`src/sv/hsv_pixel_adjust_assert.svh`:
```
// Assertion macros for the pixel adjust RTL.
`ifndef HSV_PIXEL_ADJUST_ASSERT_SVH
`define HSV_PIXEL_ADJUST_ASSERT_SVH
// a implies b at the same edge
`define HPA_ASSERT_IMP(label, a, b) \
	label: assert property (@(posedge clk) disable iff (!arst_n) (a) |-> (b)) \
		else $error("%m: implication failed");
// a implies b at the next edge
`define HPA_ASSERT_NEXT(label, a, b) \
	label: assert property (@(posedge clk) disable iff (!arst_n) (a) |=> (b)) \
		else $error("%m: next-cycle check failed");
`endif

```
`src/sv/hpa_pkg.sv`:
```
// Package with constants and types of the pixel adjust block.
`timescale 1ns / 1ps
package hpa_pkg;
	localparam int FRAC = 12;
	localparam int ONE = 1 << FRAC;
	localparam int FW = FRAC + 1;
	localparam int HUE_FULL = 23040;
	localparam int HUE_SECTOR = 3840;
	localparam int GAIN_FRAC = 12;
	localparam int DIV_N = 20;
	localparam int DIV_D = 9;
	localparam int DIV_Q = 20;
	localparam logic [1:0] IDX_HUE = 2'd0;
	localparam logic [1:0] IDX_SAT = 2'd1;
	localparam logic [1:0] IDX_VAL = 2'd2;
	localparam logic [1:0] MAX_R = 2'd0;
	localparam logic [1:0] MAX_G = 2'd1;
	localparam logic [1:0] MAX_B = 2'd2;

	typedef struct packed {
		logic [DIV_N-1:0] rem;
		logic [DIV_Q-1:0] quo;
		logic [DIV_D-1:0] den;
	} div_t;
endpackage

```
`src/sv/hpa_div.sv`:
```
// Pipelined restoring divider: one quotient bit per stage.
`timescale 1ns / 1ps
module hpa_div (
	input  logic                        clk,
	input  logic                        en,
	input  logic [hpa_pkg::DIV_N-1:0]   num,
	input  logic [hpa_pkg::DIV_D-1:0]   den,
	output logic [hpa_pkg::DIV_Q-1:0]   quo
);
	localparam int N = hpa_pkg::DIV_N;
	hpa_pkg::div_t init;
	hpa_pkg::div_t src [N];
	hpa_pkg::div_t nx [N];
	hpa_pkg::div_t st_q [N];

	assign init = '{rem: '0, quo: num, den: den};

	always_comb begin
		src[0] = init;
		for (int i = 1; i < N; i++) src[i] = st_q[i-1];
	end

	always_comb begin
		for (int i = 0; i < N; i++) begin
			logic [hpa_pkg::DIV_D:0] tr;
			logic [N-1:0] sh;
			sh = {src[i].rem[N-2:0], src[i].quo[N-1]};
			nx[i] = src[i];
			nx[i].quo = {src[i].quo[N-2:0], 1'b0};
			tr = {1'b0, src[i].den};
			if (sh >= N'(tr)) begin
				nx[i].rem = sh - N'(tr);
				nx[i].quo[0] = 1'b1;
			end else begin
				nx[i].rem = sh;
			end
		end
	end

	// one register per stage; data needs no reset
	always_ff @(posedge clk) begin
		if (en) begin
			for (int i = 0; i < N; i++) st_q[i] <= nx[i];
		end
	end

	assign quo = st_q[N-1].quo;
endmodule

```
`config.mk`:
```
export PLATFORM = sky130hd
export DESIGN_NAME = hpa_div
export DESIGN_NICKNAME = d
export VERILOG_FILES = /design/src/sv/hsv_pixel_adjust_assert.svh /design/src/sv/hpa_pkg.sv /design/src/sv/hpa_div.sv
export SDC_FILE = /design/constraint.sdc
export NUM_CORES = 1
export LEC_CHECK = 0
export ABC_AREA = 1
export CAP_MARGIN = 5
export CORE_MARGIN = 1
export CORE_UTILIZATION = 40
export CTS_BUF_LIST = sky130_fd_sc_hd__clkbuf_4 sky130_fd_sc_hd__clkbuf_8
export CTS_CLUSTER_SIZE = 16
export DETAILED_ROUTE_END_ITERATION = 12
export DONT_BUFFER_PORTS = 1
export PLACE_DENSITY = 0.53
export REMOVE_ABC_BUFFERS = 1
export SYNTH_ARGS = -nofsm -noshare
export SYNTH_HDL_FRONTEND = slang
export SYNTH_SLANG_ARGS = --single-unit
```
`constraint.sdc`:
```
create_clock -name clk -period 2 [get_ports clk]
set_input_delay 0.2 -clock clk [delete_from_list [all_inputs] [get_ports clk]]
set_output_delay 0.2 -clock clk [all_outputs]
set_load 0.05 [all_outputs]
```
==> results_dict.tcl <==
set metrics [dict create \
    floorplan.rows 126 \
    postSynthCellCount 4998 \
    dp_hpwl_mm 79.4 \
    slew_viol_final 0 \
    drtAntennaViolNets 0 \
    mostFrequentLayoutCells "1,405 x nand2_1, 923 x edfxtp_1, 702 x inv_1, 677 x buf_4, 392 x nor2_1" \
    worstPathCellList "ha_1 > nand2_1 > inv_1 > nand4_1 > o21ai_2 > buf_4 > inv_1 > nand2_4 > buf_6 > nand2_1 > nand2_1" \
    hold_class "in -> reg" \
    cp-end-kind "flip-flop" \
    p_leak_uw 0.0274 \
    clock_tree.buffer_depth 3 \
    gp_congestion 0.860 \
    dieArea_sq_um 122000 \
    dieHeight_microns 349 \
    drt_iter0_drc 2328 \
    layout.nets 6193 \
    h-tree-depth 4 \
    regMostFlops "st_q" \
    wire_per_inst_microns 15.2 \
    clk_transition_reported_paths_ns 0.06 \
    largest_reg_flops 923 \
    largestRegisters "st_q (923)" \
    ys_warn_count 0 \
    arrival_ns 2.88 \
    hold_slack_ns -0.553 \
    yosysUniqueCellTypes 44 \
    outcome "finished, violations left" \
    pin_count 51 \
    grt_usage 0.188 \
    fillCellCount 10700 \
    drc 0 \
    hold_violations 160 \
    drive_gt1_frac 0.305 \
    place_inst 7110 \
    critPathSlowestCell "edfxtp_1" \
    rsz0062_at_grt "yes" \
    seq_area_sq_um 27700 \
    start_util 0.406 \
    cts_tree "built" \
    yosys_register_bits 923 \
    slowest_delay_ns 0.47 \
    cts.sinks 923 \
    vias 36100 \
    fin_crit_sh 1.07 \
    r2r_slack_ns -0.14 \
    setup_viol_count_final 192 \
    post_dp_cell_area_sq_um 54000 \
    grt_pass1_wl_mm 182 \
    cap_viol_max_count 0 \
    firstDrtPassIters 6 \
    coreArea_sq_um 119000 \
    ys_seq_area_frac 0.576 \
    peakVddDrop_mv 0.717 \
    tightestPinTransition_ns 1.05 \
    timing.fmax_mhz 467 \
    port_buffers 0 \
    cp-start-kind "flip-flop" \
    critPathMaxFanout 5 \
    clock_latency_ns 0.88 \
    violations "negative hold slack, negative setup slack" \
    min_period_ns 2.14 \
    fin_util 0.531 \
    cellPowerDensity_nw_per_um2 1080 \
    netlist_area_sq_um 48100 \
    grt_pass1_vias 34800 \
    cpMostUsedCell "nand2_1" \
    wirelength_mm 117 \
    setup_slack_ns -0.144 \
    skew_ns 0.0405 \
    crit_required_ns 2.74 \
    tns_ns -10.07 \
    antenna_found_initial 2 \
    via_per_inst 4.69 \
    slew_headroom 0.299 \
    final-instance-count-excl-fill 7706 \
    multi_input_area_sq_um 19900 \
    syn_to_final_growth_pct 30.9 \
    grt_max_degree 924 \
    cts-root-buf "clkbuf_8" \
    crit_type "reg -> reg" \
    die_width_microns 349 \
    gr-total-overflow 0 \
    final_common_cell "nand2_1" \
    final_cell_area_sq_um 63000 \
    synth_area_per_cell_sq_um 9.63 \
    numCtsBuffers 163 \
]
-- worst paths after layout --
check / start / cells after the start / endpoint
setup / recovery: st_q[2][79] / 11 / st_q[2][127]
hold / removal: en / 0 / st_q[0][22]
setup reg to reg: st_q[2][79] / 11 / st_q[2][127]
hold reg to reg: st_q[3][115] / 0 / st_q[3][165]
-- routing by layer --
metal  track usage  vias to the layer above  wire length [microns]
met2         0.313                      664                  56300
li1              -                    18400                      -
met4        0.0634                        0                   2860
met1         0.247                    16900                  53500
met5             0                        -                      0
met3        0.0342                      189                   4450
-- synthesized netlist by cell type, drive strengths merged --
cell | n | area [sq um]
o21a | 2 | 15.0
buf | 26 | 317
and2 | 3 | 18.8
xnor2 | 37 | 324
o211ai | 1 | 7.51
o21ai | 56 | 370
inv | 790 | 2990
nor2 | 455 | 1900
fa | 18 | 360
a21o | 1 | 7.51
nor2b | 9 | 56.3
ha | 173 | 2160
or2 | 33 | 206
nand4 | 86 | 544
nor3 | 49 | 245
xor2 | 82 | 718
a21oi | 232 | 1680
edfxtp | 923 | 27700
nand2 | 1714 | 6700
o21bai | 3 | 48.8
nand3b | 46 | 345
a21boi | 3 | 22.5
a211oi | 19 | 143
nand3 | 237 | 1250
-- cell families after synthesis --
logic type | synth area share
and+or+nand+nor | 0.234
DFF | 0.576
buffers and inverters | 0.0686
AOI/OAI and AO/OA | 0.0477
adders and majority gates | 0.0524
xor gates and xnor gates | 0.0216
-- where the power goes --
group / switching, uW / internal (uW) / total [uW]
clock network: 8180 / 10100 / 18300
registers: 2340 / 24800 / 27200
logic: 12700 / 10300 / 22900
total: 23200 / 45200 / 68400
-- through the flow --
step           total power (uW)  setup slack [ns]
4_1_cts                   66600            -0.125
3_5_place_dp              46600            -0.218
6_report                  68400            -0.144
2_1_floorplan             38700           -0.0417
3_3_place_gp              46500            -0.178
5_1_grt                   72700            -0.265
-- worst max-delay path, delay by kind of cell, from the launching register on --
kind                       cells  cell delay [ns]
DFF                            1             0.47
AOI/OAI and AO/OA              1             0.28
buffers and inverters          4             0.40
and+or+nand+nor                5             0.45
adders and majority gates      1             0.41
-- cell type report --
type | instances | area share
repair buffers | 815 | 0.110
repair inverters | 4 | 0.000596
clock inverters | 92 | 0.0132
diodes | 2 | 0.0000794
multi-input cells | 3274 | 0.315
inverters | 790 | 0.0488
well taps | 1600 | 0.0318
clock buffers | 206 | 0.0407
flip-flops and latches | 923 | 0.440
-- timing repair --
action                     4_1_cts  5_1_grt
hold endpoints to repair       661      181
gates cloned                    18        8
buffers inserted                94      124
gates resized for setup        249      501
setup endpoints to repair      326      348
hold buffers                    57        1
pin swaps                       79      168
No activity file was read; power rests on OpenSTA's default activity.
